[src/hdl/cbt_pkg.sv]
// cubic bezier tessellator: shared constants and the bernstein weight table
// no dependencies; used by the interfaces and all modules
package cbt_pkg;

  localparam int COORD_BITS_DEF = 16;
  localparam int SEGMENTS       = 16;
  localparam int WEIGHT_SHIFT   = 12;
  localparam int WEIGHT_W       = 13;
  localparam int STEP_W         = 5;
  localparam int NUM_PTS        = 4;
  localparam int NUM_AXES       = 3;
  localparam int QUEUE_DEPTH    = 2;

  // weight index names
  localparam logic [1:0] W_START = 2'd0;
  localparam logic [1:0] W_NEAR  = 2'd1;
  localparam logic [1:0] W_FAR   = 2'd2;
  localparam logic [1:0] W_END   = 2'd3;

  // integer bernstein weight over 4096 for step s (t = s/16); narrow input, acts as a rom
  function automatic logic [WEIGHT_W-1:0] bern_weight(input logic [1:0] k,
                                                      input logic [STEP_W-1:0] s);
    logic [14:0] r;
    logic [14:0] t;
    logic [14:0] v;
    r = 15'(SEGMENTS) - 15'(s);
    t = 15'(s);
    case (k)
      W_START: v = r * r * r;
      W_NEAR:  v = 15'd3 * r * r * t;
      W_FAR:   v = 15'd3 * r * t * t;
      W_END:   v = t * t * t;
      default: v = '0;
    endcase
    return v[WEIGHT_W-1:0];
  endfunction

endpackage

[src/hdl/cbt_curve_if.sv]
// curve channel: valid/ready handshake carrying four 3d control points
// depends on cbt_pkg
interface cbt_curve_if import cbt_pkg::*; #(
  parameter int COORD_BITS = COORD_BITS_DEF
);
  logic                         valid;
  logic                         ready;
  logic signed [COORD_BITS-1:0] start_x;
  logic signed [COORD_BITS-1:0] start_y;
  logic signed [COORD_BITS-1:0] start_z;
  logic signed [COORD_BITS-1:0] near_ctrl_x;
  logic signed [COORD_BITS-1:0] near_ctrl_y;
  logic signed [COORD_BITS-1:0] near_ctrl_z;
  logic signed [COORD_BITS-1:0] far_ctrl_x;
  logic signed [COORD_BITS-1:0] far_ctrl_y;
  logic signed [COORD_BITS-1:0] far_ctrl_z;
  logic signed [COORD_BITS-1:0] end_x;
  logic signed [COORD_BITS-1:0] end_y;
  logic signed [COORD_BITS-1:0] end_z;

  modport source (
    output valid, start_x, start_y, start_z, near_ctrl_x, near_ctrl_y, near_ctrl_z,
           far_ctrl_x, far_ctrl_y, far_ctrl_z, end_x, end_y, end_z,
    input  ready
  );
  modport sink (
    input  valid, start_x, start_y, start_z, near_ctrl_x, near_ctrl_y, near_ctrl_z,
           far_ctrl_x, far_ctrl_y, far_ctrl_z, end_x, end_y, end_z,
    output ready
  );
endinterface

[src/hdl/cbt_front.sv]
// front end: takes curves from the input channel into a two-entry queue
// depends on cbt_pkg and cbt_curve_if
module cbt_front import cbt_pkg::*; #(
  parameter int COORD_BITS = COORD_BITS_DEF,
  localparam int CURVE_W   = NUM_PTS * NUM_AXES * COORD_BITS
) (
  input  logic               clk,
  input  logic               rst,
  cbt_curve_if.sink          curve,
  output logic               q_valid,
  output logic [CURVE_W-1:0] q_curve,
  input  logic               q_pop
);

  localparam int CNT_W = $clog2(QUEUE_DEPTH + 1);
  localparam int PTR_W = $clog2(QUEUE_DEPTH);

  logic [CURVE_W-1:0] entry [QUEUE_DEPTH];
  logic [PTR_W-1:0]   wr_ptr;
  logic [PTR_W-1:0]   rd_ptr;
  logic [CNT_W-1:0]   count;
  logic               push;
  logic               pop;
  logic [CURVE_W-1:0] packed_in;

  // point k, axis a sits at slice (k*3 + a)
  assign packed_in = {curve.end_z, curve.end_y, curve.end_x,
                      curve.far_ctrl_z, curve.far_ctrl_y, curve.far_ctrl_x,
                      curve.near_ctrl_z, curve.near_ctrl_y, curve.near_ctrl_x,
                      curve.start_z, curve.start_y, curve.start_x};

  // no transfer is taken while reset is held
  assign curve.ready = !rst && (count != CNT_W'(QUEUE_DEPTH));
  assign push        = curve.valid && curve.ready;
  assign q_valid     = (count != '0);
  assign pop         = q_pop && q_valid;
  assign q_curve     = entry[rd_ptr];

  always_ff @(posedge clk) begin
    if (push) begin
      entry[wr_ptr] <= packed_in;
    end
  end

  always_ff @(posedge clk) begin
    if (rst) begin
      wr_ptr <= '0;
      rd_ptr <= '0;
      count  <= '0;
    end else begin
      if (push) begin
        wr_ptr <= (wr_ptr == PTR_W'(QUEUE_DEPTH - 1)) ? '0 : wr_ptr + 1'b1;
      end
      if (pop) begin
        rd_ptr <= (rd_ptr == PTR_W'(QUEUE_DEPTH - 1)) ? '0 : rd_ptr + 1'b1;
      end
      count <= count + CNT_W'(push) - CNT_W'(pop);
    end
  end

endmodule

[src/flat_wrapper.sv]
// flat-port wrapper written by rule: the top's interface ports become plain ports
module cbt_front_flat import cbt_pkg::*;
#(
  parameter int COORD_BITS = COORD_BITS_DEF,
  localparam int CURVE_W   = NUM_PTS * NUM_AXES * COORD_BITS
)
  (clk, rst, q_valid, q_curve, q_pop, curve_valid, curve_start_x, curve_start_y, curve_start_z, curve_near_ctrl_x, curve_near_ctrl_y, curve_near_ctrl_z, curve_far_ctrl_x, curve_far_ctrl_y, curve_far_ctrl_z, curve_end_x, curve_end_y, curve_end_z, curve_ready);
  cbt_curve_if #(.COORD_BITS(COORD_BITS)) curve_i ();
  input  logic clk;
  input  logic rst;
  output logic q_valid;
  output logic [CURVE_W-1:0] q_curve;
  input  logic q_pop;
  input wire logic [$bits(curve_i.valid)-1:0] curve_valid;
  input wire logic [$bits(curve_i.start_x)-1:0] curve_start_x;
  input wire logic [$bits(curve_i.start_y)-1:0] curve_start_y;
  input wire logic [$bits(curve_i.start_z)-1:0] curve_start_z;
  input wire logic [$bits(curve_i.near_ctrl_x)-1:0] curve_near_ctrl_x;
  input wire logic [$bits(curve_i.near_ctrl_y)-1:0] curve_near_ctrl_y;
  input wire logic [$bits(curve_i.near_ctrl_z)-1:0] curve_near_ctrl_z;
  input wire logic [$bits(curve_i.far_ctrl_x)-1:0] curve_far_ctrl_x;
  input wire logic [$bits(curve_i.far_ctrl_y)-1:0] curve_far_ctrl_y;
  input wire logic [$bits(curve_i.far_ctrl_z)-1:0] curve_far_ctrl_z;
  input wire logic [$bits(curve_i.end_x)-1:0] curve_end_x;
  input wire logic [$bits(curve_i.end_y)-1:0] curve_end_y;
  input wire logic [$bits(curve_i.end_z)-1:0] curve_end_z;
  output wire logic [$bits(curve_i.ready)-1:0] curve_ready;
  assign curve_i.valid = curve_valid;
  assign curve_i.start_x = curve_start_x;
  assign curve_i.start_y = curve_start_y;
  assign curve_i.start_z = curve_start_z;
  assign curve_i.near_ctrl_x = curve_near_ctrl_x;
  assign curve_i.near_ctrl_y = curve_near_ctrl_y;
  assign curve_i.near_ctrl_z = curve_near_ctrl_z;
  assign curve_i.far_ctrl_x = curve_far_ctrl_x;
  assign curve_i.far_ctrl_y = curve_far_ctrl_y;
  assign curve_i.far_ctrl_z = curve_far_ctrl_z;
  assign curve_i.end_x = curve_end_x;
  assign curve_i.end_y = curve_end_y;
  assign curve_i.end_z = curve_end_z;
  assign curve_ready = curve_i.ready;
  cbt_front #(.COORD_BITS(COORD_BITS)) u_core (.clk(clk), .rst(rst), .curve(curve_i), .q_valid(q_valid), .q_curve(q_curve), .q_pop(q_pop));
endmodule
[config.mk]
export PLATFORM = sky130hd
export DESIGN_NAME = cbt_front_flat
export DESIGN_NICKNAME = d
export VERILOG_FILES = /design/src/hdl/cbt_pkg.sv /design/src/hdl/cbt_curve_if.sv /design/src/hdl/cbt_front.sv /design/src/flat_wrapper.sv
export SDC_FILE = /design/constraint.sdc
export NUM_CORES = 1
export LEC_CHECK = 0
export BUFFER_PORTS_ARGS = -buffer_cell sky130_fd_sc_hd__buf_4
export CAP_MARGIN = 20
export CELL_PAD_IN_SITES_DETAIL_PLACEMENT = 1
export CELL_PAD_IN_SITES_GLOBAL_PLACEMENT = 2
export CORE_AREA = 5 5 188 190
export CTS_BUF_LIST = sky130_fd_sc_hd__clkbuf_2
export CTS_CLUSTER_SIZE = 20
export DETAILED_ROUTE_END_ITERATION = 6
export DIE_AREA = 0 0 193 195
export GPL_TIMING_DRIVEN = 0
export PLACE_DENSITY_LB_ADDON = 0.05
export SLEW_MARGIN = 20
export SYNTH_ARGS = -nofsm -noshare
export SYNTH_HDL_FRONTEND = slang
export SYNTH_SLANG_ARGS = --single-unit
[constraint.sdc]
create_clock -name clk -period 28.1 [get_ports clk]
set_clock_uncertainty 0.05 [all_clocks]
set_input_delay 7.025 -clock clk [delete_from_list [all_inputs] [get_ports clk]]
set_output_delay 7.025 -clock clk [all_outputs]
set_load 0.02 [all_outputs]
* Word-level counts from Yosys, hierarchy flattened *
Memories as Yosys holds them, arrays and structs flattened. A register that Yosys moved wholly into a read port is not among the register bits.
Cells that the tools add are included.

operators by class
  $add $sub $neg = 4
  eq/ne operators = 1
  muxes and demuxes = 6
  reductions and logical operators = 5

operators by type and width
  kind                   count
  $mux W1                6
  $logic_and A1 B1 Y1    3
  $add A1 B1 Y1 const B  2
  $add A2 B1 Y2          1
  $ne A2 B2 Y1 const B   1
  $reduce_bool A2 Y1     1
  $sub A2 B1 Y2          1
  $logic_not A1 Y1       1

word-level totals
  register bits after elaboration = 4
  bits in writable memories = 384
  input port bits = 196
  logic and storage cells = 20
  memories kept = 1

memories
  name          depth  bits a word  rd ports  clocked after memory_dff  write ports  RTL line         text
  u_core.entry  2      192          1         1                         1            cbt_front.sv:18  logic [CURVE_W-1:0] entry [QUEUE_DEPTH];

* Longest topological paths before layout *
  depth after elaboration = 5
  mapped depth = 7
  mapped depth without buffers = 7

* Worst setup path after synthesis *
OpenSTA, ideal clock, no wires.

  kind = input port to flip-flop
  start = input port curve_valid
  end = memory u_core.entry[0][0] (netlist name), enable pin
  arrival = 20049 ps
  data required time = 27071 ps
  setup slack = 7022 ps
  stages = 2
  buffers on the path = 0
  cells stage by stage = o21ai_0 > nor3_1

between the ends
  longest elaborated chain between the ends = 3

RTL lines
  item                           RTL line            text
  start: declaration             flat_wrapper.sv:14  input wire logic [$bits(curve_i.valid)-1:0] curve_valid;
  $logic_and A1 B1 Y1            cbt_front.sv:34     assign push = curve.valid && curve.ready;
  $mux W1                        cbt_front.sv:40     if (push) begin
  $mux W1 (implied by the code)  cbt_front.sv:41     entry[wr_ptr] <= packed_in;
  end: declaration               cbt_front.sv:18

No other way between the ends.

* Worst setup path in the final report *
  start = input port rst
  end = output port curve_ready

between the ends
  longest elaborated chain between the ends = 2

RTL lines
  item                 RTL line            text
  start: declaration   flat_wrapper.sv:10  input logic rst;
  $logic_not A1 Y1     cbt_front.sv:33     assign curve.ready = !rst && (count != CNT_W'(QUEUE_DEPTH));
  $logic_and A1 B1 Y1  cbt_front.sv:33
  end: declaration     flat_wrapper.sv:27  output wire logic [$bits(curve_i.ready)-1:0] curve_ready;

No other way between the ends.

==> summary.md <==
| Metric | Value |
|---|---|
| Fmax | 67.88 MHz |
| Post-synth cell types | 19 |
| Post-synthesis instance total | 625 |
| Drt drc | 0 |
| Worst setup path endpoint | curve_ready |
| Routed length per instance | 20.71 um |
| H-tree depth | 3 |
| Max cap viols | 0 |
| Clock slew at reported path FFs | 0.08 ns |
| Final Hold Slack | 0.4785 ns |
| Crit path capture type | primary output |
| Post-route ant nets | 0 |
| FF-to-FF End | u_core.entry[0][111] |
| Post-Syn Area | 14160 um^2 |
| Syn Nets | 823 |
| Drt total wl | 34.27 mm |
| Relative slew slack | 58.59% |
| Clock Latency Late Sink | 0.88 ns |
| Final Util | 56.54% |
| Ports | 390 |
| Setup WS pre-CTS | 13.37 ns |
| Placer Congestion | 0.7200 |
| Final nets | 1344 |
| Die Ht | 195 um |
| Root Driver | clkbuf_2 |
| Worst EP required | 21.03 ns |
| Final WS setup | 13.37 ns |
| DR vias/cell | 4.701 |
| Pin count of the biggest net entering global routing | 50 |
| Area Growth Syn to Fin | 32.87% |
| Crit path from | rst |
| CTS tree | done |
| Hold-fix buffers, CTS | 0 |
| Worst path bufs/invs | 2 |
| Total design power | 1.510 mW |
| Total die area | 37640 um^2 |
| Hold WC Path Type | flop to flop |
| Mean Syn Cell Area | 22.66 um^2 |
| Cts bufs inserted | 99 |
| Global route overflow | 0 |
| Sequential share of the synthesized area | 82.13% |
| Critical-path top delay cell | a21oi_1 |
| DP Wirelength | 24.94 mm |
| Crit start category | primary input |
| First-pass DRT Iterations | 4 |
| Worst r2r src | u_core.count[1] |
| Levels on crit path | 3 |
| Post-CTS Setup Bufs | 0 |
| Max Root-Sink Buffers | 3 |
| Layout cell share with drive strength beyond 1 | 65.39% |
| Pwr dens | 80.23 nW/um^2 |
| Filler cell count | 3200 |
| Fin. Hold Viols | 0 |
| Initial antenna violation count | 2 |
| First-pass GRT wire length | 50.13 mm |
| Final worst path period share | 52.42% |
| Cell taking the most area after synthesis | edfxtp_1 |
| Worst-Margin Slew | 0.6212 ns |
| CTS resizes | 0 |
| Clk sinks | 389 |
| Max FO, Critical Path | 7 |
| Number of global-route vias before repair | 8731 |
| Initial DRC Count | 199 |
| Worst VDD drop | 0.04510 mV |
| Worst path cell trace | buf_4, a21oi_1, buf_4 |
| Yosys warning count | 0 |
| Family with the most delay on the worst path | buffers and inverters |
| Arrival time worst endpoint | 7.66 ns |
| Worst reg2reg path depth | 8 |
| Status | finished clean |
| Synth top area share | 81.42% |
| R2R Setup Slk | 25.74 ns |
| # setup viols final | 0 |
| Static Leak | 7.174 nW |
| WS Path Type | primary input to primary output |
| Routed vias | 7780 |
| Core ar. | 33280 um^2 |
| GRT Util Overall | 17.65% |
| Starting Density | 42.55% |
| Placement Rows | 67 |
| Critical path's largest stage delay | 0.26 ns |
| Die W | 193 um |
| Flops & latches, synth | 389 |
| RSZ-0062 raised after global routing | false |
| Slew Viols, Final | 0 |
| Min cycle time layout | 14.73 ns |
| Synth top area cells | edfxtp_1 81%, mux2_2 15%, buf_6 1.6% |
| Most frequent cell on the critical path | buf_4 |
| I/O Buffers | 389 |
[kinds of logic (layout without fill, tap and decap cells)]
logic type	count (synthesis)	count (layout)	share of synthesized area, %
AND/OR/NAND/NOR	11	11	0.3799
XOR/XNOR	2	2	0.1237
other	0	2	0
flip-flops	389	389	82.13
adder cells (fa/ha/maj)	2	2	0.1767
multiplexers	192	192	15.27
AO/OA/AOI/OAI	4	4	0.1943
buffers and inverters	25	605	1.732
[report_power, final]
group / switching, mW / leakage (nW) / internal, mW
Combinational: 0.238 / 2.96 / 0.214
Clock: 0.214 / 0.653 / 0.146
Sequential: 0.0101 / 3.56 / 0.687
[metal layers]
layer	GRT usage [%]	wire length [um]
met1	17.76	11750
met2	30.75	17700
met3	9.214	3985
met4	6.845	831
met5	0	0
[per-stage QoR]
step | std cells | instance area (um^2) | TNS [ns]
6_report | 1655 | 18820 | 0
5_1_grt | 1655 | 18820 | 0
4_1_cts | 1653 | 18810 | 0
3_5_place_dp | 1493 | 18000 | 0
3_3_place_gp | 1462 | 17640 | -353.98
2_1_floorplan | 625 | 14160 | 0
[synthesized netlist by cell type]
cell type and n:
o21ai_0 1, and3_1 1, buf_2 1, o21a_1 1
ha_1 2, nor2_1 4, edfxtp_1 384, inv_1 4
and2_1 2, a32o_1 1, mux2_2 192, nor3_1 2
xor2_1 1, nor2b_1 1, xnor2_1 1, buf_6 20
dfxtp_1 5, a21oi_1 1, nand2_1 1
[cell usage in the layout (no fill, tap or decap)]
master      count
a21oi_1         1
a32o_1          1
and2_1          2
and3_4          1
buf_12          1
buf_16          3
buf_2           1
buf_4         406
buf_6          30
bufinv_16       1
clkbuf_2      149
clkinv_1        7
clkinvlp_4      1
dfxtp_1         5
diode_2         2
edfxtp_1      384
ha_1            2
inv_1           4
inv_2           2
mux2_2        192
nand2_1         1
nor2_1          4
nor2b_1         1
nor3_1          1
nor3_2          1
o21a_1          1
o21ai_0         1
xnor2_1         1
xor2_1          1
[cell type report]
type | instances | area [um^2] | share of cell area [%]
clock inverters | 11 | 71.32 | 0.3790
repair buffers | 420 | 3263 | 17.34
inverters | 4 | 15.01 | 0.07979
well taps | 448 | 560.5 | 2.979
flip-flops and latches | 389 | 11630 | 61.81
multi-input cells | 211 | 2296 | 12.20
clock buffers | 149 | 745.7 | 3.963
plain buffers | 21 | 230.2 | 1.223
diodes | 2 | 5.005 | 0.02660
[flip-flops by register name, indices dropped and copies added, names as in the netlist, named ones only]
signal,flops
u_core.entry,384
u_core.count,2
u_core.rd_ptr,1
u_core.wr_ptr,1
[how the worst min path moves through the flow]
stage,endpoint,cells past startpoint,slack [ns],from
final,flop,2,0.48,u_core.rd_ptr
after global routing,flop,2,0.54,u_core.rd_ptr
after CTS,flop,2,0.49,u_core.rd_ptr
after detailed placement,flop,2,0.47,u_core.rd_ptr
after global placement,flop,2,0.45,u_core.rd_ptr
after floorplan,flop,2,0.43,u_core.rd_ptr
[worst reg2reg max path, delay by kind of cell, from the launching register on]
family          cells  cell delay [ns]
buf+inv             6             1.03
simple gates        1             0.48
flops               1             0.36
compound gates      1             0.14
No activity file was read; power rests on OpenSTA's default activity.
